<file path="src/rtl/zrbd_pkg.sv">
// ----------------------------------------------------------------------------
// zrbd_pkg
// Shared constants for the zero-run bit stream decompressor.
// ----------------------------------------------------------------------------
package zrbd_pkg;

  localparam int unsigned StatusW = 3;
  localparam int unsigned ByteW   = 8;
  localparam int unsigned CountW  = 23;
  localparam int unsigned LenW    = 6;
  localparam int unsigned FbW     = 5;

  localparam logic [StatusW-1:0] StByte   = 3'd0;
  localparam logic [StatusW-1:0] StNeed   = 3'd1;
  localparam logic [StatusW-1:0] StDone   = 3'd2;
  localparam logic [StatusW-1:0] StMagic  = 3'd3;
  localparam logic [StatusW-1:0] StAccept = 3'd4;
  localparam logic [StatusW-1:0] StReject = 3'd5;

  localparam logic OpPush = 1'b0;
  localparam logic OpPull = 1'b1;

  localparam logic [63:0] Magic = {32'h49434543, 32'h4f4d5052};

  // Field width that follows a prefix ending at the given bit position.
  function automatic logic [FbW-1:0] field_width(input logic [2:0] pos);
    logic [FbW-1:0] w;
    case (pos)
      3'd0:    w = 5'd2;
      3'd1:    w = 5'd5;
      3'd2:    w = 5'd8;
      3'd3:    w = 5'd6;
      default: w = 5'd23;
    endcase
    return w;
  endfunction

endpackage

</file>
<file path="src/rtl/zero_run_bitstream_decompressor_core.sv">
// A push word answers in the cycle after it is accepted.
// A pull word runs one decode step after another until it answers; a step
// takes at most one input bit and gives at most one output bit, so a pull ends
// within 16 steps. One word is in flight at a time; a new word is taken as the
// result is read. Reset is asynchronous and active low and returns the decoder
// to the start of the magic header with an empty input buffer.
// ----------------------------------------------------------------------------
// zero_run_bitstream_decompressor_core
// Bit-serial decoder for a prefix-coded zero-run stream with a magic header.
// ----------------------------------------------------------------------------
module zero_run_bitstream_decompressor_core (
  input  logic       clk_i,
  input  logic       rst_ni,
  input  logic       in_valid_i,
  output logic       in_ready_o,
  input  logic       opcode_i,
  input  logic [7:0] in_byte_i,
  output logic       out_valid_o,
  input  logic       out_ready_i,
  output logic [2:0] status_o,
  output logic [7:0] out_byte_o
);

  typedef enum logic {
    S_IDLE,
    S_DECODE
  } state_e;

  typedef enum logic [3:0] {
    P_PRE0,
    P_PRE1,
    P_PRE2,
    P_PRE3,
    P_PRE4,
    P_FRUN,
    P_FFINAL,
    P_FLIT,
    P_LITERAL,
    P_EMIT,
    P_EMIT_FINAL
  } phase_e;

  state_e                           state_q, state_d;
  phase_e                           phase_q, phase_d;
  logic [7:0]                       in_shift_q, in_shift_d;
  logic [3:0]                       in_count_q, in_count_d;
  logic [6:0]                       header_count_q, header_count_d;
  logic                             header_match_q, header_match_d;
  logic [zrbd_pkg::FbW-1:0]         fbl_q, fbl_d;
  logic [zrbd_pkg::CountW-1:0]      field_q, field_d;
  logic [zrbd_pkg::CountW-1:0]      pending_q, pending_d;
  logic [zrbd_pkg::LenW-1:0]        lit_left_q, lit_left_d;
  logic [7:0]                       out_shift_q, out_shift_d;
  logic [3:0]                       out_count_q, out_count_d;
  logic                             finished_q, finished_d;
  logic                             bad_magic_q, bad_magic_d;
  logic                             out_valid_q, out_valid_d;
  logic [zrbd_pkg::StatusW-1:0]     status_q, status_d;
  logic [7:0]                       out_byte_q, out_byte_d;

  logic       have_bit;
  logic [2:0] bit_idx;
  logic       cur_bit;
  logic       exp_bit;
  logic       in_fire;

  assign in_ready_o  = (state_q == S_IDLE) && (!out_valid_q || out_ready_i);
  assign in_fire     = in_valid_i && in_ready_o;
  assign out_valid_o = out_valid_q;
  assign status_o    = status_q;
  assign out_byte_o  = out_byte_q;

  assign have_bit = (in_count_q != 4'd0);
  assign bit_idx  = in_count_q[2:0] - 3'd1;
  assign cur_bit  = in_shift_q[bit_idx];
  assign exp_bit  = zrbd_pkg::Magic[6'd63 - header_count_q[5:0]];

  always_comb begin
    state_d        = state_q;
    phase_d        = phase_q;
    in_shift_d     = in_shift_q;
    in_count_d     = in_count_q;
    header_count_d = header_count_q;
    header_match_d = header_match_q;
    fbl_d          = fbl_q;
    field_d        = field_q;
    pending_d      = pending_q;
    lit_left_d     = lit_left_q;
    out_shift_d    = out_shift_q;
    out_count_d    = out_count_q;
    finished_d     = finished_q;
    bad_magic_d    = bad_magic_q;
    out_valid_d    = out_valid_q && !out_ready_i;
    status_d       = status_q;
    out_byte_d     = out_byte_q;

    case (state_q)
      S_IDLE: begin
        if (in_fire) begin
          if (opcode_i == zrbd_pkg::OpPush) begin
            out_valid_d = 1'b1;
            out_byte_d  = 8'd0;
            if (have_bit) begin
              status_d = zrbd_pkg::StReject;
            end else begin
              status_d   = zrbd_pkg::StAccept;
              in_shift_d = in_byte_i;
              in_count_d = 4'd8;
            end
          end else if (bad_magic_q) begin
            out_valid_d = 1'b1;
            out_byte_d  = 8'd0;
            status_d    = zrbd_pkg::StMagic;
          end else if (finished_q) begin
            out_valid_d = 1'b1;
            out_byte_d  = 8'd0;
            status_d    = zrbd_pkg::StDone;
          end else begin
            state_d = S_DECODE;
          end
        end
      end
      S_DECODE: begin
        if (!header_count_q[6]) begin
          if (!have_bit) begin
            state_d     = S_IDLE;
            out_valid_d = 1'b1;
            status_d    = zrbd_pkg::StNeed;
            out_byte_d  = 8'd0;
          end else begin
            in_count_d     = in_count_q - 4'd1;
            header_count_d = header_count_q + 7'd1;
            header_match_d = header_match_q && (cur_bit == exp_bit);
            if (header_count_q == 7'd63 && !header_match_d) begin
              bad_magic_d = 1'b1;
              state_d     = S_IDLE;
              out_valid_d = 1'b1;
              status_d    = zrbd_pkg::StMagic;
              out_byte_d  = 8'd0;
            end
          end
        end else begin
          case (phase_q)
            P_PRE0, P_PRE1, P_PRE2, P_PRE3, P_PRE4: begin
              if (!have_bit) begin
                state_d     = S_IDLE;
                out_valid_d = 1'b1;
                status_d    = zrbd_pkg::StNeed;
                out_byte_d  = 8'd0;
              end else begin
                in_count_d = in_count_q - 4'd1;
                field_d    = '0;
                if (cur_bit) begin
                  fbl_d   = zrbd_pkg::field_width(phase_q[2:0]);
                  phase_d = (phase_q == P_PRE3) ? P_FLIT : P_FRUN;
                end else if (phase_q == P_PRE4) begin
                  fbl_d   = 5'd23;
                  phase_d = P_FFINAL;
                end else begin
                  phase_d = phase_e'(phase_q + 4'd1);
                end
              end
            end
            P_FRUN, P_FFINAL, P_FLIT: begin
              if (!have_bit) begin
                state_d     = S_IDLE;
                out_valid_d = 1'b1;
                status_d    = zrbd_pkg::StNeed;
                out_byte_d  = 8'd0;
              end else begin
                in_count_d = in_count_q - 4'd1;
                field_d    = {field_q[zrbd_pkg::CountW-2:0], cur_bit};
                fbl_d      = fbl_q - 5'd1;
                if (fbl_q == 5'd1) begin
                  if (phase_q == P_FLIT) begin
                    lit_left_d = field_d[zrbd_pkg::LenW-1:0];
                    phase_d    = P_LITERAL;
                  end else begin
                    pending_d = field_d;
                    phase_d   = (phase_q == P_FRUN) ? P_EMIT : P_EMIT_FINAL;
                  end
                end
              end
            end
            P_LITERAL: begin
              if (lit_left_q != '0) begin
                if (!have_bit) begin
                  state_d     = S_IDLE;
                  out_valid_d = 1'b1;
                  status_d    = zrbd_pkg::StNeed;
                  out_byte_d  = 8'd0;
                end else begin
                  in_count_d  = in_count_q - 4'd1;
                  out_shift_d = {out_shift_q[6:0], cur_bit};
                  out_count_d = out_count_q + 4'd1;
                  lit_left_d  = lit_left_q - 6'd1;
                end
              end else begin
                out_shift_d = {out_shift_q[6:0], 1'b1};
                out_count_d = out_count_q + 4'd1;
                phase_d     = P_PRE0;
              end
            end
            P_EMIT: begin
              out_count_d = out_count_q + 4'd1;
              if (pending_q != '0) begin
                out_shift_d = {out_shift_q[6:0], 1'b0};
                pending_d   = pending_q - 23'd1;
              end else begin
                out_shift_d = {out_shift_q[6:0], 1'b1};
                phase_d     = P_PRE0;
              end
            end
            P_EMIT_FINAL: begin
              if (pending_q != '0) begin
                out_shift_d = {out_shift_q[6:0], 1'b0};
                out_count_d = out_count_q + 4'd1;
                pending_d   = pending_q - 23'd1;
                if (pending_q == 23'd1 && out_count_d == 4'd8) begin
                  finished_d = 1'b1;
                end
              end else begin
                finished_d  = 1'b1;
                state_d     = S_IDLE;
                out_valid_d = 1'b1;
                status_d    = zrbd_pkg::StDone;
                out_byte_d  = 8'd0;
              end
            end
            default: begin
              phase_d = P_PRE0;
            end
          endcase
          if (out_count_d[3]) begin
            state_d     = S_IDLE;
            out_valid_d = 1'b1;
            status_d    = zrbd_pkg::StByte;
            out_byte_d  = out_shift_d;
            out_shift_d = 8'd0;
            out_count_d = 4'd0;
          end
        end
      end
      default: begin
        state_d = S_IDLE;
      end
    endcase
  end

  always_ff @(posedge clk_i or negedge rst_ni) begin
    if (!rst_ni) begin
      state_q        <= S_IDLE;
      phase_q        <= P_PRE0;
      in_shift_q     <= 8'd0;
      in_count_q     <= 4'd0;
      header_count_q <= 7'd0;
      header_match_q <= 1'b1;
      fbl_q          <= '0;
      field_q        <= '0;
      pending_q      <= '0;
      lit_left_q     <= '0;
      out_shift_q    <= 8'd0;
      out_count_q    <= 4'd0;
      finished_q     <= 1'b0;
      bad_magic_q    <= 1'b0;
      out_valid_q    <= 1'b0;
      status_q       <= zrbd_pkg::StByte;
      out_byte_q     <= 8'd0;
    end else begin
      state_q        <= state_d;
      phase_q        <= phase_d;
      in_shift_q     <= in_shift_d;
      in_count_q     <= in_count_d;
      header_count_q <= header_count_d;
      header_match_q <= header_match_d;
      fbl_q          <= fbl_d;
      field_q        <= field_d;
      pending_q      <= pending_d;
      lit_left_q     <= lit_left_d;
      out_shift_q    <= out_shift_d;
      out_count_q    <= out_count_d;
      finished_q     <= finished_d;
      bad_magic_q    <= bad_magic_d;
      out_valid_q    <= out_valid_d;
      status_q       <= status_d;
      out_byte_q     <= out_byte_d;
    end
  end

`ifndef SYNTH
  a_in_count_range: assert property (@(posedge clk_i) disable iff (!rst_ni)
    in_count_q <= 4'd8)
    else $error("Input bit count exceeds one byte.");

  a_out_count_flushed: assert property (@(posedge clk_i) disable iff (!rst_ni)
    out_count_q < 4'd8)
    else $error("A complete output byte was left unflushed.");

  a_decode_no_pending: assert property (@(posedge clk_i) disable iff (!rst_ni)
    state_q == S_DECODE |-> !out_valid_q)
    else $error("Decoding while a result is still pending.");

  a_bad_magic_after_header: assert property (@(posedge clk_i) disable iff (!rst_ni)
    bad_magic_q |-> (header_count_q == 7'd64 && !header_match_q))
    else $error("Bad magic flagged before the header completed.");
`endif

endmodule

</file>
<file path="config.mk">
export PLATFORM = sky130hd
export DESIGN_NAME = zero_run_bitstream_decompressor_core
export DESIGN_NICKNAME = d
export VERILOG_FILES = /design/src/rtl/zrbd_pkg.sv /design/src/rtl/zero_run_bitstream_decompressor_core.sv
export SDC_FILE = /design/constraint.sdc
export NUM_CORES = 1
export LEC_CHECK = 0
export BUFFER_PORTS_ARGS = -buffer_cell sky130_fd_sc_hd__buf_2
export CORE_AREA = 2 2 105 107
export DETAILED_ROUTE_END_ITERATION = 12
export DIE_AREA = 0 0 107 109
export MAX_ROUTING_LAYER = met4
export PLACE_DENSITY = 0.75
export SYNTH_ARGS = -nofsm -noshare
export SYNTH_HDL_FRONTEND = slang
export SYNTH_SLANG_ARGS = --single-unit
</file>
<file path="constraint.sdc">
create_clock -name clk_i -period 3.1 [get_ports clk_i]
set_clock_uncertainty 0.1 [all_clocks]
set_input_delay 0.155 -clock clk_i [delete_from_list [all_inputs] [get_ports clk_i]]
set_output_delay 0.155 -clock clk_i [all_outputs]
set_load 0.005 [all_outputs]
</file>
Word level (Yosys, flattened, before mapping) --
Memory sizes are Yosys's and may differ from the RTL's. Cells that the tools add are included.
Storage, ports and cells: register bits after elaboration 107, bits in latches 0, bits in writable memories 0, bits in read-only memories 64, bits of input ports 13, output and inout port bits 13, word-level logic and storage cells 226, memories kept 1
Operators by class: add/sub/neg operators 9, $mul 0, div/mod/pow operators 0, magnitude comparators 2, equality and inequality tests 43, shift operators 0, multiplexer cells 112, bitwise logic cells 5, reduce and logical (&&, ||, !) cells 35
Memories:
- (no name shown) | words 64, bits a word 1, rd ports 1, clocked after memory_dff 0, write ports 0, line zero_run_bitstream_decompressor_core.sv:76 | assign exp_bit = zrbd_pkg::Magic[6'd63 - header_count_q[5:0]];
Operators with widths (count):
- $mux W8 | 15
- $mux W23 | 4
- $mux W4 | 18
- $pmux W8 S3 | 2
- $pmux W23 S2 | 1
- $mux W22 | 2
- $pmux W22 S2 | 1
- $mux W3 | 12
- $mux W6 | 5
- $mux W1 | 28
- $ne A2 B2 Y1 const B | 12
- $eq A23 B1 Y1 const B | 1
- $reduce_bool A23 Y1 | 1
- $sub A23 B1 Y23 const B | 1
- $mux W5 | 4
- $pmux W4 S5 | 1
- $pmux W5 S4 | 1
- $eq A4 B3 Y1 const B | 4
- $eq A4 B4 Y1 const B | 4
- $pmux W4 S2 | 2
- $pmux W8 S2 | 1
- $reduce_and A8 Y1 | 2
- $ne A5 B5 Y1 const B | 3
- $reduce_and A5 Y1 | 3
- other kinds (51) | 78

Longest topological paths before layout --
depth in word-level cells 11, depth in mapped cells 12, mapped depth without buffers 9

Worst setup path before layout --
OpenSTA, ideal clock, no wires.
path type reg2reg, start register pending_q[18] in the netlist's numbering, end register status_q, in the netlist status_o[1], setup time 0.127 ns, arrival time 2.708 ns, required time 2.873 ns, setup slack 0.164 ns, cell stages (with the launch flop) 10, buffers on the path 2, period minus slack after synthesis 2.936 ns, cell sequence dfrtp_1 > buf_6 > or4_4 > or4_4 > nor3b_1 > o21ai_0 > a21oi_2 > a211o_1 > buf_4 > mux2_1
On the way: word-level cells in the longest chain between the ends 8, elaborated cells on any way between the ends 12, those cells by class 3 x eq/ne; 7 x mux; 2 x reduce/logical
RTL lines:
- from (decl) | line zero_run_bitstream_decompressor_core.sv:51 | logic [zrbd_pkg::CountW-1:0] pending_q, pending_d;
- from (signal assigned) | line zero_run_bitstream_decompressor_core.sv:278 | pending_q <= pending_d;
- $reduce_bool A23 Y1 (*) | line zero_run_bitstream_decompressor_core.sv:215 | if (pending_q != '0) begin
- $mux W4 | line zero_run_bitstream_decompressor_core.sv:215
- $pmux W4 S3 | line zero_run_bitstream_decompressor_core.sv:143 | case (phase_q)
- $mux W4 | line zero_run_bitstream_decompressor_core.sv:124 | if (!header_count_q[6]) begin
- $mux W4 | line zero_run_bitstream_decompressor_core.sv:97 | case (state_q)
- $mux W3 | line zero_run_bitstream_decompressor_core.sv:234 | if (out_count_d[3]) begin
- $mux W3 | line zero_run_bitstream_decompressor_core.sv:124
- $pmux W3 S2 | line zero_run_bitstream_decompressor_core.sv:97
- to (signal assigned) | line zero_run_bitstream_decompressor_core.sv:267 | status_q <= zrbd_pkg::StByte;
- to (signal assigned) | line zero_run_bitstream_decompressor_core.sv:285 | status_q <= status_d;
- to (decl) | line zero_run_bitstream_decompressor_core.sv:58 | logic [zrbd_pkg::StatusW-1:0] status_q, status_d;
Every way passes the cells marked *; elsewhere a longest branch is shown, timed or not. The select of a mux whose other input is x is not followed. A chain may end at the register's enable or synchronous reset.

Worst setup path in the final report --
start register pending_q[12] in the netlist's numbering, end register out_shift_q[7]
On the way: word-level cells in the longest chain between the ends 6, elaborated cells on any way between the ends 8, those cells by class 7 x mux; 1 x reduce/logical
RTL lines:
- $reduce_bool A23 Y1 (*) | line zero_run_bitstream_decompressor_core.sv:215
- $mux W4 | line zero_run_bitstream_decompressor_core.sv:215
- $pmux W4 S3 | line zero_run_bitstream_decompressor_core.sv:143
- $mux W4 | line zero_run_bitstream_decompressor_core.sv:124
- $mux W4 | line zero_run_bitstream_decompressor_core.sv:97
- $mux W8 (*) | line zero_run_bitstream_decompressor_core.sv:234
- to (signal assigned) | line zero_run_bitstream_decompressor_core.sv:280 | out_shift_q <= out_shift_d;
- to (decl) | line zero_run_bitstream_decompressor_core.sv:53 | logic [7:0] out_shift_q, out_shift_d;
Marks and branches as above.

==> impl_metrics.ini <==
[run_status]
outcome = completed

[sta]
timing.fmax_mhz = 337
max_slew_margin_pct = 32.7
rsz0062_at_grt = no
setup_ws_ps = 133
finalHoldViolCount = 0
maxSlewViolCount = 0
finalSetupViolations = 0
worstMarginPinSlew_ps = 1010
finalCriticalPeriod_ps = 2970
tns_ps = 0
post-route-period-util_pct = 95.7
whs_ps = 49.5

[grt]
gr-total-overflow = 0
grt_max_degree = 81
grt_pass1_wl_um = 22300
track_usage_pct = 24.8
antenna_found_initial = 0
grt_pass1_vias = 4667

[logic_synthesis]
seq_area_frac_synth_pct = 46.0
synth_enable_flop_cells = 0
ys_async_sr_fraction_pct = 100
yosys_warnings = 0
syn_nets = 643
synth_cell_type_count = 68
synth.most_common_cell = dfrtp_1
synth_area_sq_um = 5770
avgSynthCellArea_sq_um = 9.41
ys_ff_latch = 106
yosys.area.top_type_share_pct = 45.5
synth_ff_type = dfrtp_1
syn_inst = 613
synth_area_leader_cell = dfrtp_1
synthTopCellsByCount = dfrtp_1, o21ai_0, nand2_1
synth.area.top_cells = dfrtp_1, o21ai_0, a21oi_1, nand2_1, ha_1

[die]
die_x_um = 107
floorplan.initialDensity_pct = 54.4
rows = 38
ios = 26
core_area_sq_um = 10600
die_h_um = 109
dieArea_sq_um = 11700

[pwr]
p_comb_share_pct = 29.3
internal_power_w = 0.00260
power_frac_seq_pct = 43.9
leakagePower_nw = 2.86
sw_frac_of_total_pct = 32.6
irDropWorstVdd_v = 0.000499
pwr-share-clk_pct = 26.8
powerDensity_nw_per_um2 = 592
power_w = 0.00385
switchingPower_w = 0.00126

[run]
maxCapViolCount = 0

[final_layout]
final_cells = 800
multi_input_area_sq_um = 2910
drive_above_1_share_pct = 15.6
area_growth_pct = 12.9
ff_latch_area_sq_um = 2650
fill_cells = 874
antenna-diode-count = 0
nets = 686

[place]
dpl_worst_slack_ps = 49.3
port_buffers = 25
hpwl_um = 9100
place.gp.congestion = 0.909
dp_cells = 773

[detailed_routing]
routed_wl_um = 13200
vias = 4842
drtAntennaViolNets = 0
vias_per_cell = 6.05
dr.pass1.iters = 5
drt_iter0_drc = 400
drc = 0
wl_per_cell_um = 16.6

[worst_setup_path]
crit_type = reg -> reg
crit_required_ps = 3330
worst_setup_path_end_kind = flip-flop
crit_arrival_ps = 3200
worst-path-max-fanout = 11
worstSetupStartpointType = flip-flop

[clock_tree]
cts_tree = done
cts.clk_slew.worst_paths_ps = 100
cts_buffers = 9
h-tree-depth = 3
clock_latency_ps = 390
clockBufferDepth = 2
cts-root-buf = clkbuf_8
numClockSinks = 106

[hold_path]
hp-class = in -> reg
-- worst max-delay path: stages (launching register included) --
cell and delay, ps:
dfrtp_1 460, or4_4 580, or4_4 520, nor3b_2 260, o21ai_0 170, buf_4 210
and3_1 250, a21oi_4 200, a22o_1 150
-- state kept, by name, indices dropped and copies added (netlist names) --
| register | cells |
|---|---|
| fbl_q | 5 |
| out_byte_o | 8 |
| in_count_q | 4 |
| header_count_q | 7 |
| header_match_q | 1 |
| status_o | 3 |
| lit_left_q | 6 |
| phase_q | 4 |
| out_valid_o | 1 |
| out_count_q | 3 |
| bad_magic_q | 1 |
| in_shift_q | 8 |
| state_q | 1 |
| out_shift_q | 8 |
| finished_q | 1 |
| field_q | 22 |
| pending_q | 23 |
-- worst paths after layout --
path | startpoint | end | slack (ps) | depth (start not counted)
worst min-delay path | opcode_i | status_o[2]$_DFFE_PN0P_ | 50 | 3
min in group asynchronous | rst_ni | header_count_q[4]$_DFFE_PN0P_ | 350 | 2
worst max register to register | pending_q[12]$_DFFE_PN0P_ | out_shift_q[7]$_DFFE_PN0P_ | 130 | 8
max in group asynchronous | rst_ni | pending_q[22]$_DFFE_PN0P_ | 1720 | 3
worst max-delay path | pending_q[12]$_DFFE_PN0P_ | out_shift_q[7]$_DFFE_PN0P_ | 130 | 8
worst min register to register | out_count_q[2]$_DFFE_PN0P_ | out_count_q[2]$_DFFE_PN0P_ | 380 | 1
-- final cells by class --
class                           instances  area share [%]
Timing Repair Buffer                   63            6.76
Multi-Input combinational cell        450            44.6
Clock buffer                           10            2.11
Tap cell                              140            2.69
Inverter                               26            1.54
Sequential cell                       106            40.7
Clock inverter                          5            1.57
-- timing repair --
item                       CTS  global route
setup endpoints to repair    0            22
resized for setup            0             3
hold endpoints to repair    87             0
buffers inserted             0             0
hold buffers                11             0
-- logic make-up after synthesis --
group           count (synthesis)  synth area share, %
compound gates                211                 24.3
mux                            17                 3.84
xor+xnor                        8                 1.21
buf+inv                        58                 4.25
fa+ha+maj                      17                 3.69
simple gates                  196                 16.7
flops                         106                 46.0
-- stage by stage --
| stage | utilization, % | instance area [sq um] |
|---|---|---|
| after detailed placement | 57.9 | 6140 |
| after global placement | 57.9 | 6140 |
| after floorplan | - | 5770 |
| after CTS | 61.2 | 6490 |
| final | 61.4 | 6520 |
| after global routing | 61.4 | 6520 |
-- power by group through the flow --
stage          logic [W]  clock network, W  registers, W
2_1_floorplan   0.000824                 0       0.00165
3_3_place_gp     0.00107                 0       0.00170
3_5_place_dp     0.00111                 0       0.00172
4_1_cts          0.00113           0.00105       0.00169
5_1_grt          0.00125           0.00111       0.00172
6_report         0.00113           0.00103       0.00169
-- placed cells by master (no fill, tap or decap), types with 5 or more instances in the layout --
cell type,n
buf_2,24
o2bb2ai_1,15
nand2b_1,8
or3_1,6
nor3b_1,5
nor4_1,6
a21oi_1,48
nand2_1,61
o21ai_0,63
nand4_1,5
buf_4,28
mux2_2,10
nor2_1,48
dfrtp_1,105
nor3_1,21
dlygate4sd3_1,11
inv_1,25
a22oi_1,14
ha_1,17
a22o_1,19
clkbuf_8,10
nand3_1,7
xnor2_1,8
-- layer usage --
metal  part of all wire, %  wire length (um)  vias to the layer above  track usage (%)
li1                      -                 -                     2330                -
met1                    45              5980                     2378             30.9
met2                    49              6550                      117             40.7
met3                   4.0               534                       17             6.22
met4                   1.4               179                        0             6.49
met5                     0                 0                        -                -
No activity file was read; power rests on OpenSTA's default activity.
